### src/hw/rtl/utf8d_pkg.sv
package utf8d_pkg;

  localparam int unsigned ByteW   = 8;
  localparam int unsigned CpW     = 31;
  localparam int unsigned CountW  = 3;
  localparam int unsigned DataW   = 32;  // code point padded to whole bytes

  typedef logic [CpW-1:0]    cp_t;
  typedef logic [CountW-1:0] count_t;

  typedef enum logic [1:0] {
    ST_OK          = 2'd0,
    ST_MALFORMED   = 2'd1,
    ST_INVALID     = 2'd2
  } status_t;

  localparam count_t MaxLeft = 3'd5;

endpackage

### src/hw/rtl/utf8_code_point_decoder.sv
// Channel  | Dir | Handshake              | Payload
// s_axis   | in  | s_axis_tvalid / tready | tdata[7:0] in_byte
// m_axis   | out | m_axis_tvalid / tready | tdata[30:0] code_point, tuser[1:0] status
//
// One byte is taken every cycle while the output is not stalled; a result leaves in
// the cycle after the byte that completes it, from a single output register.
// The decode state (count, accumulator, error flag) updates on the input
// transfer, so there is no bubble between sequences.
// s_axis_tready is low only while the output register holds a result that
// m_axis_tready does not take; a stall on the output side stops the input.
// rst clears the decode state and the output valid flag.
module utf8_code_point_decoder (
  input  logic                            clk,
  input  logic                            rst,
  input  logic                            s_axis_tvalid,
  output logic                            s_axis_tready,
  input  logic [utf8d_pkg::ByteW-1:0]     s_axis_tdata,   // [7:0] in_byte
  output logic                            m_axis_tvalid,
  input  logic                            m_axis_tready,
  output logic [utf8d_pkg::DataW-1:0]     m_axis_tdata,   // [30:0] code_point, [31] zero
  output logic [1:0]                      m_axis_tuser    // [1:0] status
);
  import utf8d_pkg::*;

  count_t  bytes_left, bytes_left_next;
  cp_t     accumulator, accumulator_next;
  logic    bad_continuation, bad_continuation_next;

  logic    out_valid;
  cp_t     out_cp, cp_next;
  status_t out_status, status_next;
  logic    emit;
  logic    in_xfer;
  logic    bad_byte;

  assign s_axis_tready = !out_valid || m_axis_tready;
  assign in_xfer       = s_axis_tvalid && s_axis_tready;
  assign bad_byte      = (s_axis_tdata[7:6] != 2'b10);

  always_comb begin
    bytes_left_next       = bytes_left;
    accumulator_next      = accumulator;
    bad_continuation_next = bad_continuation;
    emit                  = 1'b0;
    cp_next               = '0;
    status_next           = ST_OK;
    if (bytes_left != '0) begin
      // shift in six payload bits whatever the prefix
      accumulator_next = {accumulator[CpW-7:0], s_axis_tdata[5:0]};
      bytes_left_next  = bytes_left - count_t'(1);
      if (bytes_left == count_t'(1)) begin
        emit                  = 1'b1;
        cp_next               = accumulator_next;
        status_next           = (bad_continuation || bad_byte) ? ST_MALFORMED : ST_OK;
        bad_continuation_next = 1'b0;
      end else begin
        bad_continuation_next = bad_continuation || bad_byte;
      end
    end else begin
      casez (s_axis_tdata)
        8'b0???????: begin
          emit    = 1'b1;
          cp_next = cp_t'(s_axis_tdata);
        end
        8'b110?????: begin
          accumulator_next      = cp_t'(s_axis_tdata[4:0]);
          bytes_left_next       = count_t'(1);
          bad_continuation_next = 1'b0;
        end
        8'b1110????: begin
          accumulator_next      = cp_t'(s_axis_tdata[3:0]);
          bytes_left_next       = count_t'(2);
          bad_continuation_next = 1'b0;
        end
        8'b11110???: begin
          accumulator_next      = cp_t'(s_axis_tdata[2:0]);
          bytes_left_next       = count_t'(3);
          bad_continuation_next = 1'b0;
        end
        8'b111110??: begin
          accumulator_next      = cp_t'(s_axis_tdata[1:0]);
          bytes_left_next       = count_t'(4);
          bad_continuation_next = 1'b0;
        end
        8'b1111110?: begin
          accumulator_next      = cp_t'(s_axis_tdata[0]);
          bytes_left_next       = MaxLeft;
          bad_continuation_next = 1'b0;
        end
        default: begin
          // stray continuation or 0xFE/0xFF: report, keep state
          emit        = 1'b1;
          status_next = ST_INVALID;
        end
      endcase
    end
  end

  always_ff @(posedge clk) begin
    if (rst) begin
      bytes_left       <= '0;
      accumulator      <= '0;
      bad_continuation <= 1'b0;
      out_valid        <= 1'b0;
    end else begin
      if (in_xfer) begin
        bytes_left       <= bytes_left_next;
        accumulator      <= accumulator_next;
        bad_continuation <= bad_continuation_next;
      end
      if (in_xfer) begin
        out_valid <= emit;
      end else if (m_axis_tready) begin
        out_valid <= 1'b0;
      end
    end
  end

  always_ff @(posedge clk) begin
    if (in_xfer && emit) begin
      out_cp     <= cp_next;
      out_status <= status_next;
    end
  end

  assign m_axis_tvalid = out_valid;
  assign m_axis_tdata  = {1'b0, out_cp};
  assign m_axis_tuser  = out_status;

  a_count_range: assert property (@(posedge clk) disable iff (rst)
    bytes_left <= MaxLeft)
    else $error("bytes_left out of range");

  a_invalid_zero: assert property (@(posedge clk) disable iff (rst)
    (out_valid && out_status == ST_INVALID) |-> (out_cp == '0))
    else $error("invalid result carries nonzero code point");

  a_ascii_pass: assert property (@(posedge clk) disable iff (rst)
    (in_xfer && bytes_left == '0 && !s_axis_tdata[7]) |=>
      (out_valid && out_status == ST_OK && out_cp == cp_t'($past(s_axis_tdata))))
    else $error("single byte not passed through");

  a_no_status3: assert property (@(posedge clk) disable iff (rst)
    out_valid |-> (m_axis_tuser != 2'd3))
    else $error("reserved status emitted");

endmodule

### config.mk
export PLATFORM = sky130hd
export DESIGN_NAME = utf8_code_point_decoder
export DESIGN_NICKNAME = d
export VERILOG_FILES = /design/src/hw/rtl/utf8d_pkg.sv /design/src/hw/rtl/utf8_code_point_decoder.sv
export SDC_FILE = /design/constraint.sdc
export NUM_CORES = 1
export LEC_CHECK = 0
export CAP_MARGIN = 10
export CORE_MARGIN = 2
export CORE_UTILIZATION = 50
export CTS_BUF_LIST = sky130_fd_sc_hd__clkbuf_4 sky130_fd_sc_hd__clkbuf_8
export CTS_CLUSTER_DIAMETER = 120
export DETAILED_ROUTE_END_ITERATION = 16
export DONT_BUFFER_PORTS = 1
export GPL_TIMING_DRIVEN = 1
export HOLD_SLACK_MARGIN = 0.15
export SYNTH_ARGS = -nofsm -noshare
export SYNTH_HDL_FRONTEND = slang
export SYNTH_SLANG_ARGS = --single-unit
### constraint.sdc
create_clock -name clk -period 3.21 [get_ports clk]
set_input_delay 0.321 -clock clk [delete_from_list [all_inputs] [get_ports clk]]
set_output_delay 0.321 -clock clk [all_outputs]
set_load 0.02 [all_outputs]
==> impl_metrics.yaml, run 1 <==
setup_path:
  worstPathRequired_ps: 3440
  r2r-end: "bad_continuation"
  cp.arrival_ps: 2720
  r2r_slack_ps: 720
  cp_slowest_cell: "nor3_2"
  cpPeakStageDelay_ps: 680
  crit_path_start_kind: "register"
  path_cells: "inv_1 > ha_1 > nand2b_4 > nor3_2 > buf_4 > nor2_1 > a221oi_2"
  cp-startpoint: "bytes_left[0]"
  critPathCaptureType: "register"
  worst-path-max-fanout: 32
  timing.rr.start: "bytes_left[0]"
  r2r_cells: 7
  crit_end: "bad_continuation"
  crit_type: "register to register"
floorplan:
  rows: 26
  dieArea_um2: 5910
  fp.dieH_um: 76.9
  pin_count: 48
  coreArea_um2: 5110
  dieWidth_um: 76.9
  start_util_pct: 52.0
drt:
  routedWlPerCell_um: 16.9
  drt_wl_total_um: 5400
  drc_errors: 0
  dr.pass1.iters: 4
  vias: 1877
  postRouteAntennaNets: 0
  via_per_inst: 5.87
  drt-initial-drc-count: 135
global_route:
  grt_usage_pct: 19.1
  grt_max_degree: 33
  grt_pass1_wl_um: 8830
  grt-ovfl-total: 0
  antenna_found_initial: 0
  grt_pass1_vias: 1753
clocking:
  cts_tree: "done"
  cts_buffer_depth: 2
  cts.htree.levels: 3
  cts_inserted_buffers: 9
  postCtsSetupBuffers: 0
  cts.sinks: 63
  clk_latency_ps: 330
  clockRootBuffer: "clkbuf_8"
  cts.clk_slew.worst_paths_ps: 70
finish:
  final_cell_mix: "edfxtp_1 (33), dfxtp_1 (30), a21oi_1 (26)"
  instances_no_fill: 320
  regArea_um2: 1590
  num_antenna_cells: 0
  postLayoutCellArea_um2: 2900
  syn_to_final_growth_pct: 8.99
  final.fill_count: 448
  multiInputGateArea_um2: 940
  drive_gt1_share_pct: 10.8
  nets: 260
  utilization_pct: 56.7
  final_common_cell: "edfxtp_1"
timing:
  finalCriticalPeriod_ps: 2490
  maxSlewHeadroom_pct: 25.8
  fin_crit_sh_pct: 77.4
  fmax_mhz: 402
  finalSetupViolCount: 0
  drv_slew: 0
  tightest_slew_ps: 1110
  rsz0062_at_grt: "no"
  setup_tns_ps: 0
  fin_hold_ws_ps: 171
  finalHoldViolCount: 0
  skew_ps: 7.44
logic_synthesis:
  syn_inst: 247
  syn_avg_cell_area_um2: 10.8
  synth_warnings: 0
  yosysSeqAreaShare_pct: 59.9
  syn_area_um2: 2660
  synth_edf_count: 33
  synth-seq-cells: 63
  synth_nets: 262
  synthArstFlopShare_pct: 0
  synth-main-ff-cell: "edfxtp_1"
  yosysUniqueCellTypes: 38
hold_path:
  min_path_type: "input pin to register"
placed_design:
  io_buffer_count: 0
  dp_hpwl_um: 3450
  gp_congestion: 0.833
  dpl.cell_count: 301
  dpl-instance-area_um2: 2680
power:
  ir_worst_vdd_uv: 287
  power_leakage_nw: 1.03
  p_per_area_nw_per_um2: 605
run:
  cap_violations: 0
status:
  status: "finished clean"
-- layer usage --
| layer | GRT usage [%] | vias to the layer above | wire, um |
|---|---|---|---|
| li1 | - | 896 | - |
| met1 | 27.1 | 910 | 2700 |
| met2 | 27.4 | 58 | 2380 |
| met3 | 4.12 | 13 | 224 |
| met4 | 9.82 | 0 | 97 |
| met5 | 0 | - | 0 |
-- critical path, delay by kind of cell, from the launching register on --
family,cells,cell delay [ps]
flops,1,350
simple gates,3,1040
buf+inv,2,430
fa+ha+maj,1,260
compound gates,1,310
-- kinds of logic after synthesis --
kind of cell | share of synthesized area, %
flip-flops | 59.9
adder cells (fa/ha/maj) | 1.41
AND/OR/NAND/NOR | 18.1
other | 0.141
buffers and inverters | 4.75
AO/OA/AOI/OAI | 15.7
-- final cells by class --
| class | count | share of cell area (%) |
|---|---|---|
| flip-flops and latches | 63 | 54.9 |
| multi-input cells | 156 | 32.4 |
| clock buffers | 13 | 5.75 |
| well taps | 70 | 3.02 |
| repair buffers | 8 | 2.33 |
| inverters | 7 | 0.907 |
| clock inverters | 3 | 0.605 |
-- state kept, by name (all words and copies together), names as in the netlist --
register / cells
m_axis_tvalid: 1
m_axis_tuser: 2
bytes_left: 3
out_cp: 31
accumulator: 25
bad_continuation: 1
-- report_power, final --
part / total (mW) / switching (mW) / internal, mW
clock network: 0.620 / 0.283 / 0.337
registers: 0.966 / 0.0638 / 0.903
logic: 0.165 / 0.120 / 0.0451
-- worst min-delay path by stage --
stage | start | end | slack [ps] | cells past startpoint
after floorplan | accumulator[19] | accumulator[19] | 440 | 2
after global placement | rst | bad_continuation | 390 | 1
after detailed placement | rst | accumulator[13] | 400 | 1
after CTS | s_axis_tdata[3] | accumulator[3] | 170 | 2
after global routing | s_axis_tdata[3] | accumulator[3] | 170 | 2
final | s_axis_tdata[4] | accumulator[4] | 170 | 2
-- cells in the mapped netlist (2+ instances only) --
cell	n	share of area, %
o21ai_1	3	0.56
dfxtp_1	30	23
ha_1	3	1.4
o2111ai_1	2	0.66
and3_1	22	5.2
o21ai_0	25	4.7
o32ai_1	2	0.66
nand3_1	24	4.5
nor2_1	7	0.99
nor2b_1	7	1.6
buf_2	5	0.94
o211ai_1	4	1.1
a21oi_1	26	4.9
and4b_1	2	0.75
edfxtp_1	33	37
inv_1	7	0.99
nand2b_1	2	0.47
buf_4	2	0.56
clkbuf_1	12	1.7
and2_1	5	1.2
nand2_1	7	0.99
-- per-stage QoR --
step                      setup slack, ps  total power, mW
after floorplan                       818             1.11
after global placement                927             1.13
after detailed placement              784             1.14
after CTS                             769             1.76
after global routing                  544             1.82
final                                 725             1.75
-- timing repair --
| item | in CTS | in global routing |
|---|---|---|
| hold buffers | 3 | 0 |
| hold endpoints to repair | 30 | 0 |
| resized for setup | 0 | 0 |
| endpoints found under the setup margin | 0 | 0 |
(Power assumes the default switching activity.)
==> run 2: changes to the inputs <==
--- a/config.mk
+++ b/config.mk
@@ -5,6 +5,7 @@
 export SDC_FILE = /design/constraint.sdc
 export NUM_CORES = 1
 export LEC_CHECK = 0
+export ABC_AREA = 1
 export CAP_MARGIN = 10
 export CORE_MARGIN = 2
 export CORE_UTILIZATION = 50
@@ -14,6 +15,7 @@
 export DONT_BUFFER_PORTS = 1
 export GPL_TIMING_DRIVEN = 1
 export HOLD_SLACK_MARGIN = 0.15
+export PLACE_DENSITY = 0.68
 export SYNTH_ARGS = -nofsm -noshare
 export SYNTH_HDL_FRONTEND = slang
 export SYNTH_SLANG_ARGS = --single-unit
==> constraint.sdc (replaced) <==
create_clock -name clk -period 2.2 [get_ports clk]
set_input_delay 0.22 -clock clk [delete_from_list [all_inputs] [get_ports clk]]
set_output_delay 0.22 -clock clk [all_outputs]
set_load 0.02 [all_outputs]
==> run 2 against run 1 <==
- non-clock buffer count is 4 higher
- sequential cell count stayed put
- cell area is 5.6% higher
- combinational power grew to 4.2 times the previous value
- area after synthesis is 3.3% higher
- clock power is 65% higher
- routed wire length is 8.0% lower
- setup slack worse by 510 ps
- die area is 3.2% higher
- largest power group unchanged
==> impl_metrics.yaml, run 2 <==
logic_synthesis:
  synth_area_leader_cell: "edfxtp_1"
  yosysUniqueCellTypes: 24
  yosysSeqAreaShare_pct: 57.9
  syn_inst: 333
  synth_edf_count: 33
  synthArstFlopShare_pct: 0
  synth_nets: 348
  synth.area.top_cells: "edfxtp_1 (36%), dfxtp_1 (22%), nor2_1 (16%)"
  synth.most_common_cell: "nor2_1"
  synth-main-ff-cell: "edfxtp_1"
  yosysTopAreaCellShare_pct: 36.1
  synth_commonest_cells: "nor2_1 (115), nand2_1 (70), inv_1 (45)"
  synth-seq-cells: 63
  synth_warnings: 0
  syn_avg_cell_area_um2: 8.25
  syn_area_um2: 2750
clocking:
  cts.htree.levels: 3
  postCtsSetupBuffers: 0
  cts_buffer_depth: 2
  clockRootBuffer: "clkbuf_8"
  cts_tree: "done"
  cts.sinks: 63
  clk_latency_ps: 340
  cts.clk_slew.worst_paths_ps: 70
  cts_inserted_buffers: 9
timing:
  fmax_mhz: 504
  fin_crit_sh_pct: 90.1
  drv_slew: 0
  finalCriticalPeriod_ps: 1980
  rsz0062_at_grt: "no"
  finalHoldViolCount: 0
  skew_ps: 5.53
  setup_tns_ps: 0
  finalSetupViolCount: 0
hold_path:
  hold_end: "m_axis_tuser[1]"
  min_from: "s_axis_tdata[7]"
  min_path_type: "input pin to register"
  holdPathStages: 2
setup_path:
  worst-path-max-fanout: 21
  critPathCaptureType: "register"
  cp.arrival_ps: 2000
  r2r_cells: 11
  timing.rr.start: "bytes_left[0]"
  crit_path_start_kind: "register"
  worstPathRequired_ps: 2220
  cp_slowest_cell: "dfxtp_1"
  path_cells: "inv_1 > ha_1 > inv_2 > nor2_4 > nand2_1 > nand2_1 > nand3_4 > nand2_1 > nand2_1 > clkinvlp_4 > buf_4"
  path_common_cell: "nand2_1"
  cpPeakStageDelay_ps: 320
  r2r-end: "out_cp[13]"
  crit_type: "register to register"
  r2r_slack_ps: 220
drt:
  vias: 1958
  postRouteAntennaNets: 0
  drt-initial-drc-count: 171
  routedWlPerCell_um: 11.9
  drt_wl_total_um: 4970
  via_per_inst: 4.68
  dr.pass1.iters: 4
  drc_errors: 0
power:
  power.switching_mw: 1.09
  pwr-share-clk_pct: 30.5
  seqPwrFrac_pct: 49.0
  ir_worst_vdd_uv: 587
  power.internal_mw: 2.26
  switching_share_pct: 32.6
  p_per_area_nw_per_um2: 1090
  comb_power_share_pct: 20.5
  power_leakage_nw: 1.42
global_route:
  busiest_layer: "met2"
  met1_usage_pct: 21.8
  grtUsageMet3_pct: 5.06
  antenna_found_initial: 0
  grt_pass1_wl_um: 8430
  grt_usage_pct: 17.8
  grt-ovfl-total: 0
  grt_max_degree: 54
  grt_use_met2_pct: 28.8
  grt_pass1_vias: 1918
floorplan:
  fp.dieH_um: 78.1
  dieWidth_um: 78.1
  dieArea_um2: 6100
  pin_count: 48
  rows: 26
  start_util_pct: 52.8
  coreArea_um2: 5200
finish:
  drive_gt1_share_pct: 7.18
  largest_reg_flops: 31
  final_cell_mix: "nor2_1 (115), nand2_1 (70), inv_1 (44)"
  final_common_cell: "nor2_1"
  top_register: "out_cp"
  syn_to_final_growth_pct: 11.3
  final.fill_count: 474
  num_antenna_cells: 0
  nets: 358
  postLayoutCellArea_um2: 3060
  top_regs: "out_cp x31, accumulator x25, bytes_left x3"
status:
  status: "finished clean"
placed_design:
  dp_hpwl_um: 3150
  dpl-instance-area_um2: 2790
  io_buffer_count: 0
  gp_congestion: 0.806
run:
  cap_violations: 0
-- run 2: metrics by stage --
| stage | power [mW] | utilization (%) | std cells | worst slack [ps] | hold slack [ps] |
|---|---|---|---|---|---|
| floorplan | 2.22 | - | 333 | 153 | 289 |
| global placement | 2.33 | 53.5 | 395 | 318 | 300 |
| detailed placement | 2.35 | 53.5 | 395 | 245 | 295 |
| CTS | 3.38 | 58.8 | 418 | 201 | 174 |
| global route | 3.54 | 58.8 | 418 | 52.2 | 188 |
| finish | 3.35 | 58.8 | 418 | 217 | 179 |
-- run 2: critical path, delay by kind of cell, from the launching register on --
kind                     cells  cell delay [ps]
AND/OR/NAND/NOR              6              610
adder cells (fa/ha/maj)      1              200
buffers and inverters        4              530
flip-flops                   1              320
-- run 2: worst max-delay path by stage --
stage	start	to	slack [ps]
global route	bytes_left[0]	out_cp[13]	50
detailed placement	bytes_left[0]	out_cp[13]	240
floorplan	bytes_left[0]	m_axis_tuser[0]	150
global placement	bytes_left[0]	out_cp[14]	320
CTS	bytes_left[0]	out_cp[13]	200
finish	bytes_left[0]	out_cp[13]	220
-- run 2: final cells by class --
type                    instances  area (um2)  share of cell area [%]
flip-flops and latches         63        1590                    52.0
multi-input cells             211         892                    29.2
inverters                      46         176                    5.77
clock buffers                  12         159                    5.20
repair buffers                 12         108                    3.52
well taps                      70        87.6                    2.86
clock inverters                 4        43.8                    1.43
-- run 2: kinds of logic (layout without fill, tap and decap cells) --
group	count (synthesis)	in the layout	share of synthesized area [%]
flip-flops	63	63	58.0
AO/OA/AOI/OAI	12	12	2.51
buffers and inverters	59	74	9.57
adder cells (fa/ha/maj)	3	3	1.37
XOR/XNOR	1	1	0.319
AND/OR/NAND/NOR	194	194	28.2
other	1	1	0.137
-- run 2: power by group through the flow --
stage	clock network, mW	logic [mW]	registers, mW
6_report	1.02	0.687	1.64
2_1_floorplan	0	0.573	1.65
3_3_place_gp	0	0.664	1.66
3_5_place_dp	0	0.679	1.67
4_1_cts	1.04	0.695	1.64
5_1_grt	1.09	0.799	1.66
-- run 2: repair_timing --
item                      CTS  global route
hold buffers                7             0
resized for setup           0             0
hold endpoints to repair    9             0
-- run 2: layer usage --
layer / share of wire [%] / wire length, um
met5: 0 / 0
met4: 2.3 / 114
met3: 3.8 / 189
met2: 47 / 2350
met1: 47 / 2320
